==> src/rtl/chbd_pkg.sv <==
`default_nettype none
// ----------------------------------------------------------------------------
// chbd_pkg
// Shared types, constants and helpers for the chunked body decoder.
// ----------------------------------------------------------------------------
package chbd_pkg;

  localparam int unsigned SizeLineMax = 31;
  localparam int unsigned SizeBits    = 32;
  localparam int unsigned HexBits     = 4;
  localparam int unsigned LineCntW    = $clog2(SizeLineMax + 1);

  localparam logic [7:0] CharCr = 8'h0D;
  localparam logic [7:0] CharLf = 8'h0A;

  typedef enum logic [2:0] {
    PH_LINE    = 3'd0,
    PH_LINE_CR = 3'd1,
    PH_DATA    = 3'd2,
    PH_DATA_CR = 3'd3,
    PH_DATA_LF = 3'd4,
    PH_DONE    = 3'd5,
    PH_FAIL    = 3'd6
  } phase_e;

  typedef enum logic [1:0] {
    ST_RUN  = 2'd0,
    ST_DONE = 2'd1,
    ST_ERR  = 2'd2
  } status_e;

  typedef struct packed {
    phase_e                phase;
    logic [SizeBits-1:0]   size;
    logic [LineCntW-1:0]   cnt;
    logic                  hex_act;
    logic                  digit_seen;
    logic                  ovf;
  } parse_state_t;

  typedef struct packed {
    logic       emit;
    logic [7:0] data_byte;
    logic       data;
    status_e    status;
  } parse_result_t;

  typedef struct packed {
    logic               ok;
    logic [HexBits-1:0] val;
  } hex_t;

  localparam parse_state_t ResetState = '{
    phase:      PH_LINE,
    size:       '0,
    cnt:        '0,
    hex_act:    1'b1,
    digit_seen: 1'b0,
    ovf:        1'b0
  };

  function automatic hex_t hex_decode(input logic [7:0] c);
    hex_t h;
    begin
      h.ok  = 1'b1;
      h.val = c[HexBits-1:0];
      if (c inside {[8'h30:8'h39]}) begin
        h.val = c[HexBits-1:0];
      end else if ((c inside {[8'h61:8'h66]}) || (c inside {[8'h41:8'h46]})) begin
        h.val = HexBits'(c[HexBits-1:0] + HexBits'(9));
      end else begin
        h.ok = 1'b0;
      end
      return h;
    end
  endfunction

endpackage
`default_nettype wire

==> src/rtl/chbd_parser.sv <==
`default_nettype none
// ----------------------------------------------------------------------------
// chbd_parser
// Framing state and the per-word next-state and result logic.
// ----------------------------------------------------------------------------
module chbd_parser (
  input  wire                        clk_i,
  input  wire                        rst_ni,
  input  wire                        step_i,
  input  wire  [7:0]                 byte_i,
  input  wire                        last_i,
  output chbd_pkg::parse_result_t    res_o
);

  chbd_pkg::parse_state_t st_q, st_d, nx;
  chbd_pkg::hex_t         hx;
  logic                   line_full;
  logic                   line_near;
  logic                   was_end;
  logic                   is_end;
  logic                   data;

  assign hx        = chbd_pkg::hex_decode(byte_i);
  assign line_full = st_q.cnt >= chbd_pkg::LineCntW'(chbd_pkg::SizeLineMax);
  assign line_near = st_q.cnt == chbd_pkg::LineCntW'(chbd_pkg::SizeLineMax - 1);

  always_comb begin
    nx   = st_q;
    data = 1'b0;
    case (st_q.phase)
      chbd_pkg::PH_LINE: begin
        if (byte_i == chbd_pkg::CharCr) begin
          nx.phase = chbd_pkg::PH_LINE_CR;
        end else if (line_full) begin
          nx.phase = chbd_pkg::PH_FAIL;
        end else begin
          nx.cnt = st_q.cnt + 1'b1;
          if (st_q.hex_act) begin
            if (!hx.ok) begin
              nx.hex_act = 1'b0;
            end else begin
              nx.digit_seen = 1'b1;
              if (st_q.size[chbd_pkg::SizeBits-1 -: chbd_pkg::HexBits] != '0) begin
                nx.ovf = 1'b1;
              end
              nx.size = {st_q.size[chbd_pkg::SizeBits-chbd_pkg::HexBits-1:0], hx.val};
            end
          end
        end
      end
      chbd_pkg::PH_LINE_CR: begin
        if (byte_i == chbd_pkg::CharLf) begin
          if ((st_q.cnt == '0) || !st_q.digit_seen || st_q.ovf) begin
            nx.phase = chbd_pkg::PH_FAIL;
          end else if (st_q.size == '0) begin
            nx.phase = chbd_pkg::PH_DONE;
          end else begin
            nx.phase = chbd_pkg::PH_DATA;
          end
        end else if (byte_i == chbd_pkg::CharCr) begin
          // lone cr counts as line text
          if (line_full) begin
            nx.phase = chbd_pkg::PH_FAIL;
          end else begin
            nx.cnt     = st_q.cnt + 1'b1;
            nx.hex_act = 1'b0;
          end
        end else begin
          // lone cr plus this character both count as line text
          if (line_full || line_near) begin
            nx.phase = chbd_pkg::PH_FAIL;
          end else begin
            nx.phase   = chbd_pkg::PH_LINE;
            nx.cnt     = st_q.cnt + chbd_pkg::LineCntW'(2);
            nx.hex_act = 1'b0;
          end
        end
      end
      chbd_pkg::PH_DATA: begin
        data    = 1'b1;
        nx.size = st_q.size - 1'b1;
        if (st_q.size == chbd_pkg::SizeBits'(1)) begin
          nx.phase = chbd_pkg::PH_DATA_CR;
        end
      end
      chbd_pkg::PH_DATA_CR: begin
        nx.phase = (byte_i == chbd_pkg::CharCr) ? chbd_pkg::PH_DATA_LF : chbd_pkg::PH_FAIL;
      end
      chbd_pkg::PH_DATA_LF: begin
        if (byte_i == chbd_pkg::CharLf) begin
          nx = chbd_pkg::ResetState;
        end else begin
          nx.phase = chbd_pkg::PH_FAIL;
        end
      end
      chbd_pkg::PH_DONE: begin
        nx.phase = chbd_pkg::PH_DONE;
      end
      default: begin
        nx.phase = chbd_pkg::PH_FAIL;
      end
    endcase
    if (last_i && (nx.phase != chbd_pkg::PH_DONE)) begin
      nx.phase = chbd_pkg::PH_FAIL;
    end
  end

  always_comb begin
    was_end = !((st_q.phase == chbd_pkg::PH_LINE) || (st_q.phase == chbd_pkg::PH_LINE_CR) ||
                (st_q.phase == chbd_pkg::PH_DATA) || (st_q.phase == chbd_pkg::PH_DATA_CR) ||
                (st_q.phase == chbd_pkg::PH_DATA_LF));
    is_end  = (nx.phase == chbd_pkg::PH_DONE) || (nx.phase == chbd_pkg::PH_FAIL);

    res_o.emit      = data || (is_end && !was_end);
    res_o.data      = data;
    res_o.data_byte = data ? byte_i : 8'h00;
    res_o.status    = chbd_pkg::ST_RUN;
    if (!was_end && (nx.phase == chbd_pkg::PH_DONE)) begin
      res_o.status = chbd_pkg::ST_DONE;
    end
    if (!was_end && (nx.phase == chbd_pkg::PH_FAIL)) begin
      res_o.status = chbd_pkg::ST_ERR;
    end
  end

  // back to reset after the end-of-body word
  assign st_d = last_i ? chbd_pkg::ResetState : nx;

  always_ff @(posedge clk_i or negedge rst_ni) begin
    if (!rst_ni) begin
      st_q <= chbd_pkg::ResetState;
    end else if (step_i) begin
      st_q <= st_d;
    end
  end

endmodule
`default_nettype wire

==> src/rtl/chunked_body_decoder_unit.sv <==
`default_nettype none
// ----------------------------------------------------------------------------
// chunked_body_decoder_unit
// Strips chunked transfer framing from a body stream, one byte per word.
// ----------------------------------------------------------------------------
// datapath: input register, then the parser step, then the result register
// throughput: one input word per cycle unless the output is back-pressured,
//   set by the input register feeding the parser step into the result register
// reset: asynchronous, clears both stage valids and the parser state; the
//   parser also returns to its start state after every end-of-body word
module chunked_body_decoder_unit (
  input  wire        clk_i,
  input  wire        rst_ni,
  input  wire        in_valid_i,
  output logic       in_stall_o,
  input  wire  [7:0] in_byte_i,
  input  wire        end_of_body_i,
  output logic       res_valid_o,
  input  wire        res_stall_i,
  output logic [7:0] out_byte_o,
  output logic       out_valid_o,
  output logic [1:0] status_o
);

  logic                    s1_vld_q;
  logic [7:0]              s1_byte_q;
  logic                    s1_last_q;
  logic                    res_vld_q;
  logic [7:0]              res_byte_q;
  logic                    res_data_q;
  chbd_pkg::status_e       res_status_q;
  logic                    advance;
  logic                    in_take;
  chbd_pkg::parse_result_t res;

  assign advance    = s1_vld_q && (!res_vld_q || !res_stall_i);
  assign in_stall_o = s1_vld_q && !advance;
  assign in_take    = in_valid_i && !in_stall_o;

  always_ff @(posedge clk_i or negedge rst_ni) begin
    if (!rst_ni) begin
      s1_vld_q <= 1'b0;
    end else if (in_take || advance) begin
      s1_vld_q <= in_take;
    end
  end

  always_ff @(posedge clk_i) begin
    if (in_take) begin
      s1_byte_q <= in_byte_i;
      s1_last_q <= end_of_body_i;
    end
  end

  chbd_parser u_parser (
    .clk_i  (clk_i),
    .rst_ni (rst_ni),
    .step_i (advance),
    .byte_i (s1_byte_q),
    .last_i (s1_last_q),
    .res_o  (res)
  );

  always_ff @(posedge clk_i or negedge rst_ni) begin
    if (!rst_ni) begin
      res_vld_q <= 1'b0;
    end else if (advance) begin
      res_vld_q <= res.emit;
    end else if (res_vld_q && !res_stall_i) begin
      res_vld_q <= 1'b0;
    end
  end

  always_ff @(posedge clk_i) begin
    if (advance && res.emit) begin
      res_byte_q   <= res.data_byte;
      res_data_q   <= res.data;
      res_status_q <= res.status;
    end
  end

  assign res_valid_o = res_vld_q;
  assign out_byte_o  = res_byte_q;
  assign out_valid_o = res_data_q;
  assign status_o    = res_status_q;

`ifndef SYNTHESIS
  a_stall_only_on_backpressure: assert property (@(posedge clk_i) disable iff (!rst_ni)
    in_stall_o |-> (res_valid_o && res_stall_i))
    else $error("input stalled without output backpressure");

  a_payload_never_complete: assert property (@(posedge clk_i) disable iff (!rst_ni)
    (res_valid_o && out_valid_o) |-> (status_o != chbd_pkg::ST_DONE))
    else $error("payload word reported with complete status");

  a_framing_result_is_final: assert property (@(posedge clk_i) disable iff (!rst_ni)
    (res_valid_o && !out_valid_o) |-> ((status_o != chbd_pkg::ST_RUN) && (out_byte_o == 8'h00)))
    else $error("non-payload result without final status");
`endif

endmodule
`default_nettype wire
==> config.mk <==
export PLATFORM = sky130hd
export DESIGN_NAME = chunked_body_decoder_unit
export DESIGN_NICKNAME = d
export VERILOG_FILES = /design/src/rtl/chbd_pkg.sv /design/src/rtl/chbd_parser.sv /design/src/rtl/chunked_body_decoder_unit.sv
export SDC_FILE = /design/constraint.sdc
export NUM_CORES = 1
export LEC_CHECK = 0
export ABC_AREA = 0
export BUFFER_PORTS_ARGS = -buffer_cell sky130_fd_sc_hd__buf_2
export CAP_MARGIN = 25
export CORE_ASPECT_RATIO = 1.5
export CORE_MARGIN = 1.5
export CORE_UTILIZATION = 42
export DETAILED_ROUTE_END_ITERATION = 16
export GPL_ROUTABILITY_DRIVEN = 0
export GPL_TIMING_DRIVEN = 0
export SYNTH_ARGS = -nofsm -noshare
export SYNTH_HDL_FRONTEND = slang
export SYNTH_SLANG_ARGS = --single-unit
==> constraint.sdc <==
create_clock -name clk_i -period 4.1 [get_ports clk_i]
set_input_delay 0.615 -clock clk_i [delete_from_list [all_inputs] [get_ports clk_i]]
set_output_delay 0.615 -clock clk_i [all_outputs]
set_load 0.01 [all_outputs]
Yosys cells after proc, flatten, opt, wreduce, memory -nomap -nowiden
Index checks and enable logic that the tools add are counted.
Widths: inputs -> output; s select.
- output and inout bits: 13
- register bits after elaboration: 65
- word-level logic and storage cells: 123
- add/sub/neg operators: 4
- equality and inequality tests: 21
- order comparisons: 7
- muxes and demuxes: 37
- reductions and logical operators: 41
- operator list (cell ; count):
    $mux 40 ; 3
    $pmux 32 s3 ; 1
    $mux 32 ; 2
    $mux 43 ; 1
    $mux 3 ; 11
    $eq 32x1->1 const B ; 1
    $logic_not 32->1 ; 1
    $sub 32x1->32 const B ; 1
    $mux 6 ; 4
    $pmux 3 s6 ; 1
    $pmux 6 s3 ; 1
    $eq 8x4->1 const B ; 2
    $ge 8x7->1 const B ; 2
    $le 8x7->1 const B ; 2
    $reduce_and 8->1 ; 2
    $reduce_and 7->1 ; 2
    $eq 3x3->1 const B ; 4
    $logic_and 1x1->1 ; 12
    $logic_or 1x1->1 ; 12
    $ne 3x2->1 const B ; 4
    $ne 3x3->1 const B ; 4
    $reduce_bool 4->1 ; 3
    $ge 8x6->1 const B ; 1
    $le 8x6->1 const B ; 1
    18 further kinds ; 32

Logic depth before layout (Yosys ltp)
- depth in word-level cells: 14
- mapped depth: 10

Modules after synthesis
From an unflattened synthesis, not the netlist that was laid out.
- cells, all modules: 443
- area, all modules: 4028.9 sq um
- by module, submodules not included (module ; cells an instance ; area an instance (sq um) ; times used ; seq. area each (sq um)):
    chbd_parser ; 412 ; 3329.4 ; 1 ; 1077.3
    chunked_body_decoder_unit ; 31 ; 699.4 ; 1 ; 650.6

Least setup slack after synthesis
OpenSTA, ideal clock, no wires.
- path type: register to register
- start: register u_parser.st_q[18] (netlist name)
- end: register res_byte_q[0], in the netlist out_byte_o[0] (enable)
- clock period less this slack: 3.208 ns
- setup time: 0.380 ns
- setup slack: 0.892 ns
- data required time: 3.720 ns
- cell stages (with the launch flop): 7
- data arrival time: 2.828 ns
- buffers on the path: 0
- path through: dfrtp_1 or4_4 or4_4 or4_4 o22ai_4 nor2_1 o21ai_1
- longest elaborated chain between the ends: 13
- ends and longest elaborated chain (item ; RTL line ; text):
    start, declared ; chbd_parser.sv:15 ; chbd_pkg::parse_state_t st_q, st_d, nx;
    start signal, assigned ; chbd_parser.sv:131 ; st_q <= chbd_pkg::ResetState;
    start signal, assigned ; chbd_parser.sv:133 ; st_q <= st_d;
    $logic_not 32->1 ; chbd_parser.sv:55 ; end else if (st_q.size == '0) begin
    $mux 3 ; chbd_parser.sv:55 ;
    $mux 3 ; chbd_parser.sv:53 ; if ((st_q.cnt == '0) || !st_q.digit_seen || st_q.ovf) begin
    $mux 3 ; chbd_parser.sv:52 ; if (byte_i == chbd_pkg::CharLf) begin
    $pmux 3 s6 (*) ; chbd_parser.sv:30 ; case (st_q.phase)
    $ne 3x3->1 ; chbd_parser.sv:103 ; if (last_i && (nx.phase != chbd_pkg::PH_DONE)) begin
    $logic_and 1x1->1 ; chbd_parser.sv:103 ;
    $mux 3 (*) ; chbd_parser.sv:103 ;
    $eq 3x3->1 ; chbd_parser.sv:112 ; is_end = (nx.phase == chbd_pkg::PH_DONE) || (nx.phase == chbd_pkg::PH_FAIL);
    $logic_or 1x1->1 (*) ; chbd_parser.sv:112 ;
    $logic_and 1x1->1 (*) ; chbd_parser.sv:114 ; res_o.emit = data || (is_end && !was_end);
    $logic_or 1x1->1 (*) ; chbd_parser.sv:114 ;
    $logic_and 1x1->1 (*) ; chunked_body_decoder_unit.sv:75 ; if (advance && res.emit) begin
    end signal, assigned ; chunked_body_decoder_unit.sv:76 ; res_byte_q <= res.data_byte;
    end, declared ; chunked_body_decoder_unit.sv:29 ; logic [7:0] res_byte_q;
Every way passes the cells marked *; elsewhere a longest branch is shown, timed or not.
A chain may end at the register's enable or synchronous reset.

Final worst setup path
- start: register u_parser.st_q[18] (netlist name)
- end: register res_byte_q[1], in the netlist out_byte_o[1] (enable)
Same word-level chain as after synthesis.

==> flow_summary.yaml <==
run_status:
  status: "completed"
critical_path:
  worstSetupPathDepth: 6
  crit_buf_inv: 0
  r2r-start: "u_parser.st_q[18]"
  cp_top_family: "simple AND/OR/NAND/NOR gates"
  cp_common_cell: "or4_4"
  r2r_end: "out_byte_o[1]"
  crit_end: "out_byte_o[1]"
  crit_fanout: 11
  slowest_delay_ns: 0.75
  reg2reg_slack_ns: 0.55
  rr_worst_depth: 6
  crit_type: "flop to flop"
  arrival_ns: 3.51
  slowest_stage: "o21ai_1"
  end_kind: "flop"
  start_kind: "flop"
  crit_chain: "or4_4, or4_4, or4_4, o22ai_4, nor2_1, o21ai_1"
  startpoint: "u_parser.st_q[18]"
  critical_path_required_ns: 4.06
worst_hold_path:
  min_path_type: "input pin to asynchronous set/reset pin"
cts:
  numCtsBuffers: 9
  cts_tree: "done"
  clkSinkCount: 65
  clock_latency_ns: 0.34
  cts_hold_buf: 0
  cts_setup_buffers: 0
  clk_pin_slew_ns: 0.07
  htree_levels: 3
  ctsRootBufferMaster: "clkbuf_16"
  clock_path_buffers: 2
  cts_resized: 0
timing:
  setup_viol: 0
  fin_tns_setup_ns: 0
  fin_skew_ns: 0.0107
  slew_viol_final: 0
  period_minus_slack_ns: 3.55
  rsz0062_at_grt: "no"
  fmax_ghz: 0.282
  hold_viol: 0
  max_slew_margin_pct: 33.6
  worstMarginPinSlew_ns: 0.994
  period_share_pct: 86.5
floorplanning:
  die_area_um2: 10600
  start_util_pct: 43.4
  core_area_um2: 9690
  fp.dieH_um: 125
  die_w_um: 84.7
  row_count: 44
  io_pins: 26
detailed_routing:
  vias: 3980
  drtIter0Drc: 258
  wirelength_mm: 12.5
  ant_nets: 0
  drt-vias-per-instance: 6.46
  wl_per_cell_um: 20.2
  first_pass_iters: 5
  drc: 0
yosys:
  synth-edff-count: 20
  ys_seq_area_share_pct: 41.1
  syn_area_um2: 4200
  syn-num-nets: 484
  synth_cells: 459
  synth-async-reset-ratio_pct: 69.2
  synth-main-ff-cell: "dfrtp_1"
  ys_seq_elements: 65
  netlist-cell-type-count: 65
  yosysWarningCount: 0
  avgSynthCellArea_um2: 9.15
layout:
  fin_nets: 521
  diodes: 0
  final_area_um2: 4820
  drive_above_1_share_pct: 13.4
  syn_to_final_growth_pct: 14.7
power:
  p_comb_share_pct: 53.3
  p_sw_share_pct: 45.6
  p_per_area_nw_per_um2: 807
  p_int_mw: 2.12
  seqPwrFrac_pct: 24.8
  p_sw_mw: 1.77
  pwr-share-clk_pct: 21.9
  p_leak_nw: 1.98
  peakVddDrop_uv: 353
global_routing:
  grt_pass1_vias: 3945
  grt-ovfl-total: 0
  grt_pass1_wl_mm: 20.2
  track_usage_pct: 24.1
  antenna_found_initial: 0
  grt_max_degree: 28
flow_run:
  maxCapViolCount: 0
placement:
  post_dp_cell_area_um2: 4490
  port_buffers: 25
  hpwl_mm: 9.08
==> layout make-up <==
cell class / count / area, um^2
sequential: 65 / 1730
inverter: 14 / 52.6
clock inverter: 7 / 103
fill: 900 / 4870
timing repair buffer: 26 / 145
multi-input combinational: 353 / 2310
buffer: 27 / 106
clock buffer: 9 / 225
tap: 115 / 144
==> cell families (layout without fill, tap and decap cells) <==
group,count (synthesis),in the layout,share of synthesized area (%)
buf+inv,41,83,3.78
flops,65,65,41.1
fa+ha+maj,12,12,3.57
mux,3,3,0.774
simple gates,162,162,22.0
compound gates,167,167,26.8
xor+xnor,9,9,1.88
==> registers in the layout, indices dropped and copies added (netlist names) <==
signal	cells
status_o	2
s1_byte_q	8
res_valid_o	1
out_byte_o	8
s1_vld_q	1
u_parser.st_q	43
out_valid_o	1
s1_last_q	1
==> worst register-to-register path, stage by stage (launching register included) <==
cell	delay [ns]
dfrtp_1	0.44
or4_4	0.61
or4_4	0.56
or4_4	0.54
o22ai_4	0.17
nor2_1	0.10
o21ai_1	0.75
==> power by group through the flow <==
| stage | Clock [mW] | Combinational [mW] | Sequential (mW) |
|---|---|---|---|
| after global routing | 0.892 | 2.27 | 0.984 |
| after floorplan | 0 | 1.51 | 0.946 |
| after CTS | 0.861 | 2.05 | 0.960 |
| final | 0.853 | 2.07 | 0.965 |
| after global placement | 0 | 2.02 | 0.970 |
| after detailed placement | 0 | 2.04 | 0.970 |
==> metrics by stage <==
stage	std cells	util, %	setup slack [ns]	power, mW	hold slack (ns)
2_1_floorplan	459	-	0.892	2.46	0.319
3_3_place_gp	599	46.1	0.590	2.99	0.501
3_5_place_dp	600	46.3	0.585	3.01	0.514
4_1_cts	616	49.7	0.571	3.87	0.247
5_1_grt	616	49.7	0.388	4.15	0.276
6_report	616	49.7	0.555	3.89	0.223
==> placed cells by master, fill, tap and decap left out, types with 9 or more instances in the layout <==
master and n:
clkbuf_1 23, buf_2 29, o31ai_1 11, a21oi_1 27
a22oi_1 10, nand3_1 14, nor3_1 16, and2_1 13
o21ai_0 55, nor4_1 13, dfrtp_1 44, inv_1 13
ha_1 12, clkbuf_16 9, nand2_1 28, edfxtp_1 20
nor2_1 30
==> Yosys cell counts, drive strengths merged (2+ instances only) <==
cell / instances / share of area [%]
o21ai: 58 / 6.9
dfrtp: 44 / 26
nor2: 30 / 2.7
nand2: 28 / 2.5
a21oi: 27 / 3.2
clkbuf: 23 / 2.1
edfxtp: 20 / 14
nor3: 16 / 1.9
inv: 14 / 1.3
nand3: 14 / 1.7
nor4: 14 / 2.4
and2: 13 / 1.9
ha: 12 / 3.6
o31ai: 11 / 2.0
or4: 11 / 2.3
a22oi: 10 / 1.8
o211ai: 9 / 1.7
a31oi: 7 / 1.0
a32oi: 7 / 1.5
o2bb2ai: 7 / 1.9
a22o: 6 / 1.3
nand2b: 6 / 0.89
xnor2: 6 / 1.3
and3: 5 / 0.74
a311o: 4 / 0.95
buf: 4 / 0.48
nor4b: 4 / 0.98
o22ai: 4 / 0.92
or4b: 4 / 0.95
a41oi: 3 / 0.80
nand3b: 3 / 0.54
nor3b: 3 / 0.54
o31a: 3 / 0.66
or3: 3 / 0.45
xor2: 3 / 0.63
a21o: 2 / 0.36
mux2: 2 / 0.54
nand4: 2 / 0.30
o21bai: 2 / 0.36
or2: 2 / 0.30
==> layer usage <==
layer / wire [um] / part of all wire, % / GRT usage (%) / vias to the layer above
met4: 695 / 5.6 / 14.9 / 0
met2: 6390 / 51 / 41.8 / 160
li1: - / - / - / 1846
met3: 555 / 4.5 / 3.83 / 51
met1: 4820 / 39 / 27.2 / 1923
met5: 0 / 0 / 0 / -
==> how the worst min path moves through the flow <==
stage | from | end | depth (start not counted)
global placement | u_parser.st_q[0] | u_parser.st_q[0] | 1
floorplan | rst_ni | res_valid_o | 0
global route | rst_ni | u_parser.st_q[3] | 1
finish | rst_ni | u_parser.st_q[3] | 1
detailed placement | u_parser.st_q[0] | u_parser.st_q[0] | 1
CTS | rst_ni | u_parser.st_q[3] | 1
Note: power is estimated with default switching activity, not from simulation.
